## config.mk

```make
export PLATFORM = sky130hd
export DESIGN_NAME = masked_batch_count_sum_aggregate_flat
export DESIGN_NICKNAME = d
export VERILOG_FILES = /design/src/rtl/core/mbcs_pkg.sv /design/src/rtl/core/mbcs_ifs.sv /design/src/rtl/core/mbcs_lane.sv /design/src/rtl/core/mbcs_merge.sv /design/src/rtl/core/mbcs_accum.sv /design/src/rtl/core/masked_batch_count_sum_aggregate.sv /design/src/flat_wrapper.sv
export SDC_FILE = /design/constraint.sdc
export NUM_CORES = 1
export LEC_CHECK = 0
export BUFFER_PORTS_ARGS = -buffer_cell sky130_fd_sc_hd__buf_4
export CORE_ASPECT_RATIO = 1.25
export CORE_MARGIN = 5
export CORE_UTILIZATION = 40
export CTS_BUF_LIST = sky130_fd_sc_hd__clkbuf_4 sky130_fd_sc_hd__clkbuf_8 sky130_fd_sc_hd__clkbuf_16
export DETAILED_ROUTE_END_ITERATION = 8
export PLACE_DENSITY = 0.68
export SLEW_MARGIN = 20
export SYNTH_ARGS = -nofsm -noshare
export SYNTH_HDL_FRONTEND = slang
export SYNTH_SLANG_ARGS = --single-unit
```

## constraint.sdc

```tcl
create_clock -name clk -period 30.4 [get_ports clk]
set_input_delay 6.08 -clock clk [delete_from_list [all_inputs] [get_ports clk]]
set_output_delay 6.08 -clock clk [all_outputs]
set_load 0.05 [all_outputs]
```

## src/rtl/core/mbcs_pkg.sv

```systemverilog
// ----------------------------------------------------------------------------
// mbcs_pkg
// Shared constants, codes and stage types of the masked count/sum aggregate.
// ----------------------------------------------------------------------------
package mbcs_pkg;

    // lane geometry
    localparam int LANES        = 8;
    localparam int FIELD_LANES  = 8;
    localparam int ACTIVE_LANES = (LANES > FIELD_LANES) ? FIELD_LANES : LANES;

    // field widths
    localparam int OP_W    = 2;
    localparam int KIND_W  = 2;
    localparam int MASK_W  = 8;
    localparam int VALUE_W = 32;
    localparam int ACC_W   = 64;

    // prefix sums of the lane contributions stay exact at this width
    localparam int PSUM_W = VALUE_W + $clog2(ACTIVE_LANES) + 1;
    // accumulator plus one prefix, one guard bit for the range check
    localparam int SUM_W  = ACC_W + 1;

    // operation codes of an input transaction
    typedef enum logic [OP_W-1:0] {
        OP_CHUNK  = 2'd0,
        OP_FINISH = 2'd1,
        OP_RESET  = 2'd2
    } op_t;

    // aggregate kinds; the unused code behaves like sum
    typedef enum logic [KIND_W-1:0] {
        KIND_COUNT_ALL     = 2'd0,
        KIND_COUNT_NONNULL = 2'd1,
        KIND_SUM           = 2'd2
    } kind_t;

    // one chunk after the lane merge, as held in the stage register
    typedef struct packed {
        logic [OP_W-1:0]                     op;
        logic [KIND_W-1:0]                   kind;
        logic                                any_active;
        logic [ACTIVE_LANES-1:0][PSUM_W-1:0] psum;
    } stage_t;

endpackage

```

## src/rtl/core/mbcs_ifs.sv

```systemverilog
// ----------------------------------------------------------------------------
// mbcs_ifs
// Valid/ready channels of the aggregate: chunk input, result output, config.
// ----------------------------------------------------------------------------

// chunk input channel
interface mbcs_chunk_if;
    logic                                 valid;
    logic                                 ready;
    logic [mbcs_pkg::OP_W-1:0]            operation;
    logic [mbcs_pkg::MASK_W-1:0]          selected_mask;
    logic [mbcs_pkg::MASK_W-1:0]          null_mask;
    logic signed [mbcs_pkg::VALUE_W-1:0]  value_0;
    logic signed [mbcs_pkg::VALUE_W-1:0]  value_1;
    logic signed [mbcs_pkg::VALUE_W-1:0]  value_2;
    logic signed [mbcs_pkg::VALUE_W-1:0]  value_3;
    logic signed [mbcs_pkg::VALUE_W-1:0]  value_4;
    logic signed [mbcs_pkg::VALUE_W-1:0]  value_5;
    logic signed [mbcs_pkg::VALUE_W-1:0]  value_6;
    logic signed [mbcs_pkg::VALUE_W-1:0]  value_7;

    modport source (
        output valid, operation, selected_mask, null_mask,
               value_0, value_1, value_2, value_3, value_4, value_5, value_6, value_7,
        input  ready
    );
    modport sink (
        input  valid, operation, selected_mask, null_mask,
               value_0, value_1, value_2, value_3, value_4, value_5, value_6, value_7,
        output ready
    );
endinterface

// result output channel
interface mbcs_result_if;
    logic                               valid;
    logic                               ready;
    logic signed [mbcs_pkg::ACC_W-1:0]  total;
    logic                               total_is_null;
    logic                               overflow;

    modport source (
        output valid, total, total_is_null, overflow,
        input  ready
    );
    modport sink (
        input  valid, total, total_is_null, overflow,
        output ready
    );
endinterface

// configuration write channel
interface mbcs_cfg_if;
    logic                          valid;
    logic                          ready;
    logic [mbcs_pkg::KIND_W-1:0]   agg_kind;

    modport source (
        output valid, agg_kind,
        input  ready
    );
    modport sink (
        input  valid, agg_kind,
        output ready
    );
endinterface

```

## src/rtl/core/mbcs_lane.sv

```systemverilog
// ----------------------------------------------------------------------------
// mbcs_lane
// One row lane: masks the row by selection and null bits and gives its
// contribution to the running total under the current aggregate kind.
// ----------------------------------------------------------------------------
module mbcs_lane (
    input  logic                                sel,
    input  logic                                nul,
    input  logic signed [mbcs_pkg::VALUE_W-1:0] value,
    input  logic [mbcs_pkg::KIND_W-1:0]         kind,
    output logic signed [mbcs_pkg::VALUE_W-1:0] contrib,
    output logic                                active
);

    logic counted;

    // a row counts when selected and not null
    assign counted = sel & ~nul;

    // contribution per kind
    always_comb
    begin
        unique case (kind)
            mbcs_pkg::KIND_COUNT_ALL:
            begin
                active  = sel;
                contrib = sel ? mbcs_pkg::VALUE_W'(1) : '0;
            end
            mbcs_pkg::KIND_COUNT_NONNULL:
            begin
                active  = counted;
                contrib = counted ? mbcs_pkg::VALUE_W'(1) : '0;
            end
            default:
            begin
                active  = counted;
                contrib = counted ? value : '0;
            end
        endcase
    end

endmodule

```

## src/rtl/core/mbcs_merge.sv

```systemverilog
// ----------------------------------------------------------------------------
// mbcs_merge
// Merging stage: forms the lowest-lane-first prefix sums of the lane
// contributions and holds the merged chunk in the stage register.
// ----------------------------------------------------------------------------
module mbcs_merge (
    input  logic                                                clk,
    input  logic                                                rst_n,
    input  logic                                                load,
    input  logic                                                advance,
    input  logic [mbcs_pkg::OP_W-1:0]                           op,
    input  logic [mbcs_pkg::KIND_W-1:0]                         kind,
    input  logic [mbcs_pkg::ACTIVE_LANES-1:0][mbcs_pkg::VALUE_W-1:0] contrib,
    input  logic [mbcs_pkg::ACTIVE_LANES-1:0]                   active,
    output mbcs_pkg::stage_t                                    stage,
    output logic                                                stage_valid
);

    mbcs_pkg::stage_t stage_reg;
    mbcs_pkg::stage_t stage_next;
    logic             valid_reg;
    logic             valid_next;
    logic [mbcs_pkg::PSUM_W-1:0] run;

    // prefix chain over the lanes
    always_comb
    begin
        run = '0;
        stage_next.op         = op;
        stage_next.kind       = kind;
        stage_next.any_active = |active;
        for (int i = 0; i < mbcs_pkg::ACTIVE_LANES; i++)
        begin
            run = run + {{(mbcs_pkg::PSUM_W - mbcs_pkg::VALUE_W){contrib[i][mbcs_pkg::VALUE_W-1]}},
                         contrib[i]};
            stage_next.psum[i] = run;
        end
    end

    // stage occupancy
    always_comb
    begin
        if (load)
        begin
            valid_next = 1'b1;
        end
        else if (advance)
        begin
            valid_next = 1'b0;
        end
        else
        begin
            valid_next = valid_reg;
        end
    end

    always_ff @(posedge clk or negedge rst_n)
    begin
        if (!rst_n)
        begin
            valid_reg <= 1'b0;
        end
        else
        begin
            valid_reg <= valid_next;
        end
    end

    // stage payload
    always_ff @(posedge clk)
    begin
        if (load)
        begin
            stage_reg <= stage_next;
        end
    end

    assign stage       = stage_reg;
    assign stage_valid = valid_reg;

endmodule

```

## src/rtl/core/mbcs_accum.sv

```systemverilog
// ----------------------------------------------------------------------------
// mbcs_accum
// Accumulator state: checks every prefix of a chunk against the signed
// 64-bit range, updates the total and flags, and holds the result register.
// ----------------------------------------------------------------------------
module mbcs_accum (
    input  logic                               clk,
    input  logic                               rst_n,
    input  mbcs_pkg::stage_t                   stage,
    input  logic                               fire,
    input  logic                               out_ready,
    output logic                               out_valid,
    output logic signed [mbcs_pkg::ACC_W-1:0]  out_total,
    output logic                               out_total_is_null,
    output logic                               out_overflow,
    output logic                               out_hold
);

    logic [mbcs_pkg::ACC_W-1:0] acc_reg;
    logic [mbcs_pkg::ACC_W-1:0] acc_next;
    logic                       seen_reg;
    logic                       seen_next;
    logic                       emitted_reg;
    logic                       emitted_next;
    logic                       ovf_reg;
    logic                       ovf_next;
    logic                       out_valid_reg;
    logic                       out_valid_next;
    logic [mbcs_pkg::ACC_W-1:0] total_reg;
    logic [mbcs_pkg::ACC_W-1:0] total_next;
    logic                       is_null_reg;
    logic                       is_null_next;
    logic                       out_ovf_reg;
    logic                       out_ovf_next;
    logic                       emit;
    logic                       ovf_any;
    logic                       is_count;
    logic [mbcs_pkg::SUM_W-1:0] sums [mbcs_pkg::ACTIVE_LANES];

    // running total after each lane, one adder per lane
    always_comb
    begin
        ovf_any = 1'b0;
        for (int k = 0; k < mbcs_pkg::ACTIVE_LANES; k++)
        begin
            sums[k] = {acc_reg[mbcs_pkg::ACC_W-1], acc_reg}
                    + {{(mbcs_pkg::SUM_W - mbcs_pkg::PSUM_W){stage.psum[k][mbcs_pkg::PSUM_W-1]}},
                       stage.psum[k]};
            ovf_any = ovf_any | (sums[k][mbcs_pkg::SUM_W-1] ^ sums[k][mbcs_pkg::SUM_W-2]);
        end
    end

    assign is_count = (stage.kind == mbcs_pkg::KIND_COUNT_ALL)
                   || (stage.kind == mbcs_pkg::KIND_COUNT_NONNULL);

    // state update per transaction
    always_comb
    begin
        acc_next     = acc_reg;
        seen_next    = seen_reg;
        emitted_next = emitted_reg;
        ovf_next     = ovf_reg;
        emit         = 1'b0;
        total_next   = acc_reg;
        is_null_next = 1'b0;
        out_ovf_next = 1'b0;
        if (fire)
        begin
            unique case (stage.op)
                mbcs_pkg::OP_RESET:
                begin
                    acc_next     = '0;
                    seen_next    = 1'b0;
                    emitted_next = 1'b0;
                    ovf_next     = 1'b0;
                end
                mbcs_pkg::OP_CHUNK:
                begin
                    if (!emitted_reg && !ovf_reg)
                    begin
                        if (ovf_any)
                        begin
                            ovf_next = 1'b1;
                        end
                        else
                        begin
                            acc_next = sums[mbcs_pkg::ACTIVE_LANES-1][mbcs_pkg::ACC_W-1:0];
                        end
                        if ((stage.kind == mbcs_pkg::KIND_COUNT_ALL) || stage.any_active)
                        begin
                            seen_next = 1'b1;
                        end
                    end
                end
                mbcs_pkg::OP_FINISH:
                begin
                    if (!emitted_reg)
                    begin
                        emitted_next = 1'b1;
                        emit         = 1'b1;
                        if (ovf_reg)
                        begin
                            total_next   = '0;
                            out_ovf_next = 1'b1;
                        end
                        else if (!is_count && !seen_reg)
                        begin
                            total_next   = '0;
                            is_null_next = 1'b1;
                        end
                    end
                end
                default:
                begin
                end
            endcase
        end
    end

    // result register occupancy
    always_comb
    begin
        if (emit)
        begin
            out_valid_next = 1'b1;
        end
        else if (out_ready)
        begin
            out_valid_next = 1'b0;
        end
        else
        begin
            out_valid_next = out_valid_reg;
        end
    end

    always_ff @(posedge clk or negedge rst_n)
    begin
        if (!rst_n)
        begin
            acc_reg       <= '0;
            seen_reg      <= 1'b0;
            emitted_reg   <= 1'b0;
            ovf_reg       <= 1'b0;
            out_valid_reg <= 1'b0;
        end
        else
        begin
            acc_reg       <= acc_next;
            seen_reg      <= seen_next;
            emitted_reg   <= emitted_next;
            ovf_reg       <= ovf_next;
            out_valid_reg <= out_valid_next;
        end
    end

    // result payload
    always_ff @(posedge clk)
    begin
        if (emit)
        begin
            total_reg   <= total_next;
            is_null_reg <= is_null_next;
            out_ovf_reg <= out_ovf_next;
        end
    end

    assign out_valid         = out_valid_reg;
    assign out_total         = total_reg;
    assign out_total_is_null = is_null_reg;
    assign out_overflow      = out_ovf_reg;
    assign out_hold          = out_valid_reg & ~out_ready;

endmodule

```

## src/rtl/core/masked_batch_count_sum_aggregate.sv

```systemverilog
// a finish transaction is held in the stage register, and its result then in the result register
// throughput: one chunk per cycle unless stalled; eight lanes and one prefix adder per lane
// the only stall is a finish meeting a result register that is still full
// reset (rst_n, async, active low) clears the kind, total, flags and pipeline
// ----------------------------------------------------------------------------
// masked_batch_count_sum_aggregate
// COUNT(*), COUNT(column) or SUM of int4 over masked row chunks into a
// signed 64-bit total with sticky overflow, emitted on the first finish after a reset.
// ----------------------------------------------------------------------------
module masked_batch_count_sum_aggregate (
    input  logic          clk,
    input  logic          rst_n,
    mbcs_chunk_if.sink    chunk,
    mbcs_cfg_if.sink      cfg,
    mbcs_result_if.source result
);

    logic [mbcs_pkg::KIND_W-1:0] kind_reg;
    logic signed [mbcs_pkg::VALUE_W-1:0] values [mbcs_pkg::FIELD_LANES];
    logic [mbcs_pkg::ACTIVE_LANES-1:0][mbcs_pkg::VALUE_W-1:0] contrib;
    logic [mbcs_pkg::ACTIVE_LANES-1:0] active;
    mbcs_pkg::stage_t stage;
    logic stage_valid;
    logic advance;
    logic load;
    logic hold;

    // configuration register, always ready
    assign cfg.ready = 1'b1;

    always_ff @(posedge clk or negedge rst_n)
    begin
        if (!rst_n)
        begin
            kind_reg <= mbcs_pkg::KIND_COUNT_ALL;
        end
        else if (cfg.valid)
        begin
            kind_reg <= cfg.agg_kind;
        end
    end

    // lane values in lane order
    assign values[0] = chunk.value_0;
    assign values[1] = chunk.value_1;
    assign values[2] = chunk.value_2;
    assign values[3] = chunk.value_3;
    assign values[4] = chunk.value_4;
    assign values[5] = chunk.value_5;
    assign values[6] = chunk.value_6;
    assign values[7] = chunk.value_7;

    // row lanes
    for (genvar i = 0; i < mbcs_pkg::ACTIVE_LANES; i++)
    begin : g_lane
        mbcs_lane u_lane (
            .sel     (chunk.selected_mask[i]),
            .nul     (chunk.null_mask[i]),
            .value   (values[i]),
            .kind    (kind_reg),
            .contrib (contrib[i]),
            .active  (active[i])
        );
    end

    // flow control between input, stage register and result register
    assign advance     = stage_valid
                      && !((stage.op == mbcs_pkg::OP_FINISH) && hold);
    assign chunk.ready = !stage_valid || advance;
    assign load        = chunk.valid && chunk.ready;

    mbcs_merge u_merge (
        .clk         (clk),
        .rst_n       (rst_n),
        .load        (load),
        .advance     (advance),
        .op          (chunk.operation),
        .kind        (kind_reg),
        .contrib     (contrib),
        .active      (active),
        .stage       (stage),
        .stage_valid (stage_valid)
    );

    mbcs_accum u_accum (
        .clk               (clk),
        .rst_n             (rst_n),
        .stage             (stage),
        .fire              (advance),
        .out_ready         (result.ready),
        .out_valid         (result.valid),
        .out_total         (result.total),
        .out_total_is_null (result.total_is_null),
        .out_overflow      (result.overflow),
        .out_hold          (hold)
    );

endmodule

```

## src/flat_wrapper.sv

```systemverilog
// flat-port wrapper written by rule: the top's interface ports become plain ports
module masked_batch_count_sum_aggregate_flat 
  (clk, rst_n, chunk_valid, chunk_operation, chunk_selected_mask, chunk_null_mask, chunk_value_0, chunk_value_1, chunk_value_2, chunk_value_3, chunk_value_4, chunk_value_5, chunk_value_6, chunk_value_7, chunk_ready, cfg_valid, cfg_agg_kind, cfg_ready, result_valid, result_total, result_total_is_null, result_overflow, result_ready);
  mbcs_chunk_if chunk_i ();
  mbcs_cfg_if cfg_i ();
  mbcs_result_if result_i ();
  input  logic clk;
  input  logic rst_n;
  input wire logic [$bits(chunk_i.valid)-1:0] chunk_valid;
  input wire logic [$bits(chunk_i.operation)-1:0] chunk_operation;
  input wire logic [$bits(chunk_i.selected_mask)-1:0] chunk_selected_mask;
  input wire logic [$bits(chunk_i.null_mask)-1:0] chunk_null_mask;
  input wire logic [$bits(chunk_i.value_0)-1:0] chunk_value_0;
  input wire logic [$bits(chunk_i.value_1)-1:0] chunk_value_1;
  input wire logic [$bits(chunk_i.value_2)-1:0] chunk_value_2;
  input wire logic [$bits(chunk_i.value_3)-1:0] chunk_value_3;
  input wire logic [$bits(chunk_i.value_4)-1:0] chunk_value_4;
  input wire logic [$bits(chunk_i.value_5)-1:0] chunk_value_5;
  input wire logic [$bits(chunk_i.value_6)-1:0] chunk_value_6;
  input wire logic [$bits(chunk_i.value_7)-1:0] chunk_value_7;
  output wire logic [$bits(chunk_i.ready)-1:0] chunk_ready;
  input wire logic [$bits(cfg_i.valid)-1:0] cfg_valid;
  input wire logic [$bits(cfg_i.agg_kind)-1:0] cfg_agg_kind;
  output wire logic [$bits(cfg_i.ready)-1:0] cfg_ready;
  output wire logic [$bits(result_i.valid)-1:0] result_valid;
  output wire logic [$bits(result_i.total)-1:0] result_total;
  output wire logic [$bits(result_i.total_is_null)-1:0] result_total_is_null;
  output wire logic [$bits(result_i.overflow)-1:0] result_overflow;
  input wire logic [$bits(result_i.ready)-1:0] result_ready;
  assign chunk_i.valid = chunk_valid;
  assign chunk_i.operation = chunk_operation;
  assign chunk_i.selected_mask = chunk_selected_mask;
  assign chunk_i.null_mask = chunk_null_mask;
  assign chunk_i.value_0 = chunk_value_0;
  assign chunk_i.value_1 = chunk_value_1;
  assign chunk_i.value_2 = chunk_value_2;
  assign chunk_i.value_3 = chunk_value_3;
  assign chunk_i.value_4 = chunk_value_4;
  assign chunk_i.value_5 = chunk_value_5;
  assign chunk_i.value_6 = chunk_value_6;
  assign chunk_i.value_7 = chunk_value_7;
  assign chunk_ready = chunk_i.ready;
  assign cfg_i.valid = cfg_valid;
  assign cfg_i.agg_kind = cfg_agg_kind;
  assign cfg_ready = cfg_i.ready;
  assign result_valid = result_i.valid;
  assign result_total = result_i.total;
  assign result_total_is_null = result_i.total_is_null;
  assign result_overflow = result_i.overflow;
  assign result_i.ready = result_ready;
  masked_batch_count_sum_aggregate u_core (.clk(clk), .rst_n(rst_n), .chunk(chunk_i), .cfg(cfg_i), .result(result_i));
endmodule
```

# == Yosys cells after proc, flatten, opt, wreduce, memory -nomap -nowiden ==
# Cells that the tools add are included.
# totals
inputBits,281
wordCells,171
ff_bits,420
out_inout_bits,69
# classes
n_addsub,15
n_reduce_logical,28
muxes,64
eq_ne,8
bitwise_logic,35
# ops
op,count
$pmux W32 S2,8
$mux W64,7
$add A64 B36 Y65,4
$mux W32,8
$pmux W64 S2,1
$add A36 B36 Y36,3
$add A64 B32 Y65,1
$add A64 B33 Y65,1
$add A64 B34 Y65,1
$add A64 B35 Y65,1
$mux W1,37
$add A35 B32 Y36,1
$add A34 B32 Y35,1
$add A33 B32 Y34,1
$add A32 B32 Y33,1
$reduce_and A4 Y1,3
$not A1 Y1,11
$and A1 B1 Y1,9
$ne A2 B2 Y1 const B,4
$reduce_bool A2 Y1,4
$reduce_or A8 Y1,1
$xor A1 B1 Y1,8
$or A1 B1 Y1,7
$eq A2 B1 Y1 const B,3
other kinds (9),24

# == Longest topological paths before layout ==
# Gate-level depths: netlist of run 1.
# logic_depth
ltp_word,12
depth_mapped,68
depth_no_buf,67

# == Cells and area by module ==
# A second synthesis of run 1 with hierarchy kept.
# unflattened
cells_unflattened,4576
area_unflattened_um2,43073.8
# modules_own_cells
module,instances,cells_per_inst,area_each_um2,seq_area_each_um2
mbcs_accum,1,2400,20489.7,3683.5
mbcs_merge,1,1838,19826.5,8523.2
mbcs_lane,8,41,329.1,0.0
masked_batch_count_sum_aggregate,1,10,125.1,50.0

# == Least setup slack after synthesis of run 1 ==
# Ideal clock, no wire load.
# synth_path
kind,input-to-reg
from,input chunk_selected_mask[1]
to,register u_core.u_merge.stage_reg (netlist bit u_core.u_merge.stage[287]) (data pin)
setup_ps,263
t_arrival_ps,16824
n_path_buf,1
path_stages,62
required_ps,30137
path_slack_ps,13313
path_cell_list,inv_1 > nor3_1 > clkbuf_1 > and2_1 > ha_1 > a21o_1 > a21oi_1 > o21bai_1 > o311a_1 > nor2_1 > xnor2_1 > ha_1 > inv_1 > nor2_1 > nor2_1 > a21oi_1 > a21o_1 > a21o_1 > (+26 left out) > inv_1 > nor2_1 > and4_1 > nand2_1 > o211a_1 > o21ai_1 > a21o_1 > a21o_1 > a2111o_1 > a31oi_2 > xnor2_1 > ha_1 > and3_1 > a211o_1 > a21o_1 > a21oi_1 > xnor2_1 > xor2_1
# synth_rtl
item,line_no,text
from (decl),flat_wrapper.sv:11,input wire logic [$bits(chunk_i.selected_mask)-1:0] chunk_selected_mask;
to (signal assigned),mbcs_merge.sv:74,stage_reg <= stage_next;
to (decl),mbcs_merge.sv:19,mbcs_pkg::stage_t stage_reg;

==> reports/summary.md, run 1 <==
- **die outline area** 106000 um^2
- **starting utilization of the core area** 0.404
- **worst slew pin tran** 1.10 ns
- **H-Tree Depth** 2
- **number of global-route vias before repair** 33000
- **Setup WS pre-CTS** 11.79 ns
- **HPWL reported at the end of detailed placement** 97.0 mm
- **nature of the critical path endpoint** flip-flop
- **number of instances in the synthesized netlist** 4197
- **most instantiated library cell after synthesis** sky130_fd_sc_hd__ha_1
- **number of buffers inserted by post-CTS setup repair** 0
- **drt pass-1 iters** 6
- **mapped cell area** 40000 um^2
- **overall fraction of global-route tracks in use** 0.216
- **number of port buffers** 348
- **data arrival time of the critical path** 18.47 ns
- **area growth from synthesis to final layout** 15.0%
- **Rel. slew slack** 0.264
- **num ports** 350
- **Highest Clock Rate** 0.0552 GHz
- **final wirelength** 121 mm
- **final clock period utilization by the worst path** 0.596
- **summed negative setup slack over all endpoints** 0 ns
- **warning count from the yosys run** 0
- **CTS Hold Buffers Added** 0
- **unrepaired setup endpoints after global routing** no
- **ranking of synthesized cells by area** sky130_fd_sc_hd__edfxtp_1 26%, sky130_fd_sc_hd__ha_1 23%, sky130_fd_sc_hd__a21oi_1 5.3%
- **flip-flop count of the largest register, all copies and words added** 283
- **final critical delay including setup and external delays** 18.11 ns
- **final number of max-transition violations** 0
- **Clock Path Buffers** 3
- **number of instances resized during post-cts repair** 0
- **area of the core region** 99100 um^2
- **number of nets in the finished design** 5604
- **power per cell area** 60.4 nW/um^2
- **RD Place Congestion** 0.952
- **post-synthesis area per instance** 9.53 um^2
- **run status** complete, no violations
- **largest incremental delay on the critical path** 0.61 ns
- **number of synthesized flops with an enable pin** 349
- **number of flip-flops and latches in the synthesized netlist** 420
- **CP Max Fanout** 31
- **CP Buf/Inv Count** 4
- **detailed router's first-iteration violation count** 2115
- **Die H** 364 um
- **final worst slack** 12.29 ns
- **startpoint kind of the worst setup timing path** primary input
- **clock tree root buffer cell** sky130_fd_sc_hd__clkbuf_16
- **number of buffers added by the clock tree synthesis step** 53
- **number of placement rows** 129
- **via density per instance** 5.72
- **most common library cells after synthesis** 747 x sky130_fd_sc_hd__ha_1, 422 x sky130_fd_sc_hd__a21oi_1, 349 x sky130_fd_sc_hd__edfxtp_1
- **final setup fails** 0
- **area of all sequential standard cells** 12300 um^2
- **leak pwr** 22.5 nW
- **fraction of post-synthesis cell area in the top cell type by area** 0.262
- **share of cells above drive strength 1** 0.113
- **Multi-input gate area** 27100 um^2
- **required time of the critical path** 30.76 ns
- **total grt overflow** 0
- **maximum vdd drop** 0.0557 mV
- **wire per inst** 20.4 um
- **Sinks on Clock Net** 420
- **share of synthesized flip-flops with an asynchronous set or reset** 0.169
- **Horiz. Die Dim** 293 um
- **Critical Setup Path Class** primary input to flip-flop
- **final hold viol count** 0
- **worst-skew pair later-pin latency** 0.65 ns
- **worst clock skew on the final layout** 0.0334 ns
- **number of antenna violations at the first check in global routing** 2
- **DRC viols** 0
- **Fill cells** 9525
- **dominant register cell in the synthesized netlist** sky130_fd_sc_hd__edfxtp_1
- **first-pass GRT wire length** 183 mm
- **sequential area share after synthesis** 0.306
- **cell at the slowest stage of the critical path** sky130_fd_sc_hd__o311ai_0
- **clock-pin slew on the worst setup and hold paths** 0.06 ns
- **post-synth cell types** 91
- **type of the tightest min-delay check** flip-flop to flip-flop
- **pin count of the biggest net entering global routing** 170
- **library cell with the largest summed area after synthesis** sky130_fd_sc_hd__edfxtp_1
- **clock tree from TritonCTS** yes
- **Final ANT Viol Nets** 0
- **total nets after synthesis** 5233
- **# Max-Cap Violations** 0
- **kind of cell adding the most delay to the critical path** compound AO/OA/AOI/OAI gates
- **most frequent cell on the critical path** sky130_fd_sc_hd__a21oi_1
- **vias after detailed routing** 33900
[final timing paths]
check	start	to	slack [ns]	cells past startpoint
hold reg to reg	u_core.u_accum.seen_reg	u_core.u_accum.seen_reg	0.51	2
max in group asynchronous	rst_n	u_core.u_accum.acc_reg[26]	24.07	2
setup reg to reg	u_core.kind_reg[1]	u_core.u_merge.stage[287]	16.88	64
setup / recovery	chunk_null_mask[0]	u_core.u_merge.stage[287]	12.29	64
hold / removal	u_core.u_accum.seen_reg	u_core.u_accum.seen_reg	0.51	2
min in group asynchronous	rst_n	u_core.u_accum.out_valid	5.40	1
[cells by family after synthesis]
group | after synthesis | share of synthesized area
AOI/OAI and AO/OA | 1300 | 0.212
and+or+nand+nor | 1274 | 0.167
adders and majority gates | 755 | 0.238
DFF | 420 | 0.306
xor gates and xnor gates | 264 | 0.0578
buffers and inverters | 179 | 0.0185
muxes | 4 | 0.00103
other | 1 | 0.0000937
[power by group]
group / internal, mW / switching (mW)
Clock: 0.364 / 0.271
Sequential: 0.742 / 0.144
Combinational: 0.529 / 0.730
[worst register-to-register path, delay by kind of cell (launching register included)]
kind,cells,cell delay (ns)
buffers and inverters,4,0.78
flip-flops,1,0.61
XOR/XNOR,7,1.10
AO/OA/AOI/OAI,31,6.33
adder cells (fa/ha/maj),7,2.33
AND/OR/NAND/NOR,15,2.10
[placed cells by master, fill, tap and decap left out, types with 14 or more instances in the layout]
master	count
sky130_fd_sc_hd__nor2_1	228
sky130_fd_sc_hd__dfrtp_1	71
sky130_fd_sc_hd__o211ai_1	22
sky130_fd_sc_hd__and4_1	19
sky130_fd_sc_hd__xnor2_1	189
sky130_fd_sc_hd__a22o_1	62
sky130_fd_sc_hd__nand2_1	239
sky130_fd_sc_hd__nand3_1	111
sky130_fd_sc_hd__clkinv_2	14
sky130_fd_sc_hd__a221oi_1	18
sky130_fd_sc_hd__clkbuf_16	53
sky130_fd_sc_hd__a21oi_1	422
sky130_fd_sc_hd__a211oi_1	48
sky130_fd_sc_hd__clkbuf_4	15
sky130_fd_sc_hd__nor2b_1	62
sky130_fd_sc_hd__and3_1	37
sky130_fd_sc_hd__a31oi_1	24
sky130_fd_sc_hd__xor2_1	75
sky130_fd_sc_hd__o21bai_1	55
sky130_fd_sc_hd__nor3_1	64
sky130_fd_sc_hd__o31ai_1	23
sky130_fd_sc_hd__or3_1	14
sky130_fd_sc_hd__a21boi_0	14
sky130_fd_sc_hd__edfxtp_1	349
sky130_fd_sc_hd__and2_1	321
sky130_fd_sc_hd__o21a_1	38
sky130_fd_sc_hd__o21ai_0	179
sky130_fd_sc_hd__nand2b_1	40
sky130_fd_sc_hd__nor4_1	16
sky130_fd_sc_hd__a21o_1	212
sky130_fd_sc_hd__ha_1	747
sky130_fd_sc_hd__inv_1	108
sky130_fd_sc_hd__buf_4	385
sky130_fd_sc_hd__o21ai_1	45
sky130_fd_sc_hd__nand4_1	83
[layout make-up]
| cell class | count | share of cell area |
|---|---|---|
| tap | 1310 | 0.0356 |
| clock buffer | 73 | 0.0328 |
| sequential | 420 | 0.266 |
| antenna | 2 | 0.000109 |
| multi-input combinational | 3598 | 0.588 |
| timing repair buffer | 387 | 0.0636 |
| clock inverter | 26 | 0.00465 |
| inverter | 108 | 0.00881 |
[per-layer routing]
layer  GRT usage  part of all wire  vias up
li1            -                 -    16700
met1       0.261              0.41    16100
met2       0.391              0.50      919
met3      0.0270             0.047      241
met4      0.0858             0.044        0
met5           0                 0        -
[per-stage QoR]
step	utilization	power, mW	hold slack, ns	cell area [um^2]	std cells
global placement	0.447	2.12	0.483	44300	5822
floorplan	-	1.74	0.423	40000	4197
CTS	0.464	2.80	0.512	46000	5921
global route	0.464	2.98	0.536	46000	5922
finish	0.464	2.78	0.507	46000	5924
detailed placement	0.447	2.15	0.500	44300	5822
Power figures use the tool's default switching activity.
==> run 2: changes to the inputs <==
clock period = 17.58 ns   (was 30.4 ns; I/O delays follow)
==> run 2 against run 1 <==
Utilization rose by 0.062 points. Hold slack improved by 0.0055 ns. Sequential power rose by 72%. Combinational power rose by 74%.
==> reports/summary.md, run 2 (synthesis results as in run 1) <==
- **final wirelength** 121 mm, about the same
- **cell at the slowest stage of the critical path** sky130_fd_sc_hd__a221oi_1
- **number of instances resized during post-cts repair** 0, unchanged
- **utilization after layout** 0.465, +0.000618
- **Setup WS pre-CTS** 1.57 ns, -10.22 ns
- **total grt overflow** 0, unchanged
- **Sinks on Clock Net** 420, unchanged
- **starting utilization of the core area** 0.404, unchanged
- **leak pwr** 22.6 nW, +0.15%
- **first-pass GRT wire length** 182 mm, -0.29%
- **flip-flop count of the largest register, all copies and words added** 283, unchanged
- **final hold viol count** 0, unchanged
- **Fill cells** 9438, -0.91%
- **H-Tree Depth** 2, unchanged
- **area growth from synthesis to final layout** 15.2%
- **number of antenna violations at the first check in global routing** 3, +1
- **Hold EP** u_core.u_accum.seen_reg
- **Clock Path Buffers** 3, unchanged
- **unrepaired setup endpoints after global routing** no
- **vias after detailed routing** 33900, -0.16%
- **clock tree from TritonCTS** yes
- **# Max-Cap Violations** 0, unchanged
- **Rel. slew slack** 0.307, +0.0433
- **RD Place Congestion** 0.957, +0.56%
- **final clock period utilization by the worst path** 0.882
- **detailed router's first-iteration violation count** 2096, -0.90%
- **CP Max Fanout** 31, unchanged
- **clock-pin slew on the worst setup and hold paths** 0.06 ns, about the same
- **most used cells in the layout excluding fill and tap cells** 747 x sky130_fd_sc_hd__ha_1, 422 x sky130_fd_sc_hd__a21oi_1, 386 x sky130_fd_sc_hd__buf_4, 349 x sky130_fd_sc_hd__edfxtp_1, 321 x sky130_fd_sc_hd__and2_1
- **run status** complete, no violations
- **Highest Clock Rate** 0.0645 GHz
- **final worst slack** 2.07 ns, -10.22 ns
- **via density per instance** 5.72, -0.15%
- **number of buffers inserted by post-CTS setup repair** 0, unchanged
- **num ports** 350, unchanged
- **number of nets in the finished design** 5605, +0.018%
- **origin of the worst min-delay path** u_core.u_accum.seen_reg
- **drt pass-1 iters** 8, +2
- **count of cells along the worst register-to-register path** 57, -11%
- **number of placement rows** 129, unchanged
- **overall fraction of global-route tracks in use** 0.215, -0.000546
- **Final ANT Viol Nets** 0, unchanged
- **DRC viols** 0, unchanged
- **area of the core region** 99100 um^2, unchanged
- **final critical delay including setup and external delays** 15.51 ns
- **startpoint kind of the worst setup timing path** primary input
- **die outline area** 106000 um^2, unchanged
- **nature of the critical path endpoint** flip-flop
- **number of global-route vias before repair** 32900, -0.46%
- **instance count along the most critical hold path** 2, unchanged
- **final setup fails** 0, unchanged
- **flop2flop setup slack** 4.11 ns, -12.77 ns
- **share of cells above drive strength 1** 0.113, -0.000192
- **power per cell area** 104 nW/um^2, +73%
- **RR Startpoint** u_core.kind_reg[1]
- **maximum vdd drop** 0.0717 mV, +29%
- **pin count of the biggest net entering global routing** 173, +1.8%
- **largest incremental delay on the critical path** 0.49 ns, -0.12 ns
- **reg-to-reg critical path endpoint** u_core.u_merge.stage[287]
- **summed negative setup slack over all endpoints** 0 ns, unchanged
- **final number of max-transition violations** 0, unchanged
- **HPWL reported at the end of detailed placement** 96.6 mm, -0.44%
- **Die H** 364 um, unchanged
- **type of the tightest min-delay check** flip-flop to flip-flop
- **worst-skew pair later-pin latency** 0.65 ns, about the same
- **worst slew pin tran** 1.04 ns, -0.0649 ns
- **Critical Setup Path Class** primary input to flip-flop
- **number of port buffers** 348, unchanged
- **area post-placement** 44300 um^2, about the same
- **wire per inst** 20.4 um, about the same
- **clock tree root buffer cell** sky130_fd_sc_hd__clkbuf_16
- **most common cell after layout, fill and taps aside** sky130_fd_sc_hd__ha_1
- **data arrival time of the critical path** 15.89 ns, -2.58 ns
- **Horiz. Die Dim** 293 um, unchanged
- **CTS Hold Buffers Added** 0, unchanged
- **number of buffers added by the clock tree synthesis step** 50, -5.7%
- **cell area after layout** 46100 um^2, +0.13%
- **most frequent cell on the critical path** sky130_fd_sc_hd__a21oi_1
- **worst clock skew on the final layout** 0.0240 ns, -0.00937 ns
- **required time of the critical path** 17.95 ns, -12.81 ns
## run 2: cell types whose count changed in the layout (fill, tap and decap cells not counted), sizes merged
cell | previous run | this run
clkinv | 20 | 16
clkbuf | 73 | 70
buf | 387 | 391
clkinvlp | 3 | 1
bufinv | 2 | 3
inv | 109 | 112
## run 2: report_power, final
| part | internal [mW] | total [mW] | switching [mW] |
|---|---|---|---|
| Combinational | 0.918 | 2.19 | 1.27 |
| Sequential | 1.28 | 1.53 | 0.244 |
| Clock | 0.630 | 1.10 | 0.470 |
| Total | 2.83 | 4.81 | 1.98 |
## run 2: cell type report
type / count / area, um^2 / share of cell area
well taps: 1310 / 1640 / 0.0356
multi-input cells: 3598 / 27100 / 0.587
flip-flops and latches: 420 / 12300 / 0.266
inverters: 108 / 405 / 0.00880
clock buffers: 70 / 1460 / 0.0317
clock inverters: 24 / 241 / 0.00524
repair buffers: 391 / 3000 / 0.0652
diodes: 2 / 5.00 / 0.000109
## run 2: worst max-delay path: cells and delay by family
kind                     cells  cell delay [ns]
buffers and inverters        3             0.51
adder cells (fa/ha/maj)      7             2.41
AO/OA/AOI/OAI               30             6.49
XOR/XNOR                     7             1.30
AND/OR/NAND/NOR             10             1.64
## run 2: stage by stage
| step | std cells | power, mW | hold slack (ns) |
|---|---|---|---|
| after floorplan | 4197 | 3.01 | 0.423 |
| after global placement | 5823 | 3.66 | 0.484 |
| after detailed placement | 5823 | 3.72 | 0.504 |
| after CTS | 5917 | 4.84 | 0.519 |
| after global routing | 5921 | 5.16 | 0.546 |
| final | 5923 | 4.81 | 0.512 |
## run 2: worst max-delay path by stage
stage | from | endpoint | slack (ns)
after floorplan | chunk_selected_mask[1] | u_core.u_merge.stage[287] | 3.06
after global placement | chunk_null_mask[0] | u_core.u_merge.stage[287] | 1.85
after detailed placement | chunk_null_mask[0] | u_core.u_merge.stage[287] | 1.57
after CTS | chunk_null_mask[0] | u_core.u_merge.stage[287] | 2.14
after global routing | chunk_null_mask[0] | u_core.u_merge.stage[287] | 0.83
final | chunk_null_mask[0] | u_core.u_merge.stage[287] | 2.07
## run 2: layer usage
metal  global-route usage  part of all wire  vias up
li1                     -                 -    16700
met1                0.256              0.40    16000
met2                0.388              0.50      936
met3               0.0337             0.055      238
met4               0.0884             0.046        2
met5                    0           0.00011        -
==> run 3: changes to the inputs <==
REMOVE_ABC_BUFFERS = 1   (was default)
==> run 3 against run 2 <==
Critical path type unchanged. Sequential share of layout area fell by 0.067 points. Worst setup slack got worse by 0.059 ns. Final area rose by 0.25%.
==> reports/summary.md, run 3 (synthesis results as in run 1) <==
- **number of placement rows** 129, unchanged
- **CP Buf/Inv Count** 4, +1
- **final hold viol count** 0, unchanged
- **required time of the critical path** 17.95 ns, about the same
- **worst hold slack** 0.526 ns, +0.0138 ns
- **final clock period utilization by the worst path** 0.886, +0.00333
- **nature of the critical path endpoint** flip-flop
- **number of global-route vias before repair** 32600, -0.84%
- **clock tree root buffer cell** sky130_fd_sc_hd__clkbuf_16
- **area of the core region** 99100 um^2, unchanged
- **RD Place Congestion** 0.923, -3.5%
- **summed negative setup slack over all endpoints** 0 ns, unchanged
- **area post-placement** 44300 um^2, +0.15%
- **Sinks on Clock Net** 420, unchanged
- **area growth from synthesis to final layout** 15.4%
- **Highest Clock Rate** 0.0642 GHz, -0.38%
- **type of the tightest min-delay check** flip-flop to flip-flop
- **leak pwr** 22.6 nW, +0.25%
- **wire per inst** 20.2 um, -0.98%
- **data arrival time of the critical path** 15.94 ns, +0.05 ns
- **CTS Hold Buffers Added** 0, unchanged
- **most frequent cell on the critical path** sky130_fd_sc_hd__a21oi_1
- **DRC viols** 0, unchanged
- **via density per instance** 5.71, -0.15%
- **num ports** 350, unchanged
- **total grt overflow** 0, unchanged
- **most common cell after layout, fill and taps aside** sky130_fd_sc_hd__ha_1
- **Horiz. Die Dim** 293 um, unchanged
- **pin count of the biggest net entering global routing** 162, -6.4%
- **number of nets in the finished design** 5613, +0.14%
- **number of buffers added by the clock tree synthesis step** 52, +4.0%
- **share of cells above drive strength 1** 0.114, +0.00105
- **vias after detailed routing** 33900, +0.0030%
- **run status** complete, no violations
- **cell area after layout** 46200 um^2, +0.25%
- **number of buffers inserted by post-CTS setup repair** 0, unchanged
- **drt pass-1 iters** 5, -3
- **clock-pin slew on the worst setup and hold paths** 0.06 ns, about the same
- **HPWL reported at the end of detailed placement** 96.2 mm, -0.42%
- **number of antenna violations at the first check in global routing** 6, +3
- **CP Max Fanout** 31, unchanged
- **maximum vdd drop** 0.0772 mV, +7.6%
- **most used cells in the layout excluding fill and tap cells** 747 x sky130_fd_sc_hd__ha_1, 422 x sky130_fd_sc_hd__a21oi_1, 395 x sky130_fd_sc_hd__buf_4, 349 x sky130_fd_sc_hd__edfxtp_1, 321 x sky130_fd_sc_hd__and2_1
- **Rel. slew slack** 0.251, -0.0565
- **kind of cell adding the most delay to the critical path** compound AO/OA/AOI/OAI gates
- **unrepaired setup endpoints after global routing** no
- **die outline area** 106000 um^2, unchanged
- **final setup fails** 0, unchanged
- **flip-flop count of the largest register, all copies and words added** 283, unchanged
- **# Max-Cap Violations** 0, unchanged
- **first-pass GRT wire length** 180 mm, -1.3%
- **detailed router's first-iteration violation count** 2166, +3.3%
- **starting utilization of the core area** 0.404, unchanged
- **overall fraction of global-route tracks in use** 0.213, -0.00269
- **final number of max-transition violations** 0, unchanged
- **worst slew pin tran** 1.12 ns, +0.0848 ns
- **Critical Setup Path Class** primary input to flip-flop
- **final critical delay including setup and external delays** 15.57 ns, +0.0586 ns
- **Clock Path Buffers** 3, unchanged
- **clock tree from TritonCTS** yes
- **final wirelength** 120 mm, -0.83%
- **power per cell area** 106 nW/um^2, +1.1%
- **largest incremental delay on the critical path** 0.55 ns, +0.06 ns
- **Die H** 364 um, unchanged
- **number of port buffers** 348, unchanged
- **H-Tree Depth** 2, unchanged
- **flop2flop setup slack** 3.99 ns, -0.12 ns
- **Final ANT Viol Nets** 0, unchanged
- **cell at the slowest stage of the critical path** sky130_fd_sc_hd__o311ai_0
- **worst-skew pair later-pin latency** 0.63 ns, -0.02 ns
- **startpoint kind of the worst setup timing path** primary input
- **worst clock skew on the final layout** 0.0268 ns, +0.00281 ns
- **number of instances resized during post-cts repair** 0, unchanged
run 3: cell types whose count changed in the layout (fill, tap and decap cells not counted), moves of 2 or more:
| cell | delta |
|---|---|
| sky130_fd_sc_hd__buf_4 | +9 |
| sky130_fd_sc_hd__bufinv_16 | +5 |
| sky130_fd_sc_hd__clkbuf_8 | -4 |
| sky130_fd_sc_hd__clkbuf_4 | -3 |
| sky130_fd_sc_hd__clkinv_1 | +3 |
| sky130_fd_sc_hd__buf_16 | -2 |
| sky130_fd_sc_hd__clkinvlp_4 | +2 |
| sky130_fd_sc_hd__inv_4 | -2 |
| sky130_fd_sc_hd__inv_6 | +2 |
| sky130_fd_sc_hd__nor2_2 | -2 |
| sky130_fd_sc_hd__nor2_4 | +2 |
run 3: tightest hold or removal path, cell delays in order, from the launching register on:
cell	delay, ns
sky130_fd_sc_hd__dfrtp_1	0.34
sky130_fd_sc_hd__a21oi_1	0.04
sky130_fd_sc_hd__nor2_1	0.09
run 3: layout make-up:
class                           count  area (um^2)
Fill cell                        9476        52900
Sequential cell                   420        12300
Antenna cell                        1         2.50
Multi-Input combinational cell   3598        27100
Timing Repair Buffer              397         3000
Clock buffer                       64         1410
Tap cell                         1310         1640
Inverter                          108          405
Clock inverter                     34          408
run 3: per-stage QoR:
step                       util  setup slack [ns]  total power [mW]  instances
final                     0.466              2.01              4.88       5932
after global routing      0.466             0.996              5.23       5931
after CTS                 0.466              2.17              4.91       5930
after detailed placement  0.447              1.55              3.72       5832
after global placement    0.447              1.83              3.66       5832
after floorplan               -              2.39              3.00       4126
run 3: final timing paths:
| check | endpoint | cells after the start | start |
|---|---|---|---|
| worst max-delay path | u_core.u_merge.stage[287] | 64 | chunk_null_mask[0] |
| worst min-delay path | u_core.u_accum.seen_reg | 2 | u_core.u_accum.seen_reg |
| worst max register to register | u_core.u_merge.stage[287] | 64 | u_core.kind_reg[1] |
| worst min register to register | u_core.u_accum.seen_reg | 2 | u_core.u_accum.seen_reg |
| max in group asynchronous | u_core.u_accum.acc_reg[6] | 2 | rst_n |
| min in group asynchronous | u_core.u_accum.out_valid | 1 | rst_n |
run 3: power breakdown:
group          internal [mW]  leakage (nW)  switching [mW]
logic                  0.926          17.3            1.30
registers               1.28          4.45           0.207
clock network          0.691         0.903           0.473
run 3: metal layers:
metal / track usage / up-vias / wire, um
met5: 0 / - / 0
met4: 0.0723 / 0 / 4560
met3: 0.0331 / 213 / 6980
met2: 0.383 / 949 / 59800
met1: 0.259 / 16000 / 48600
li1: - / 16700 / -
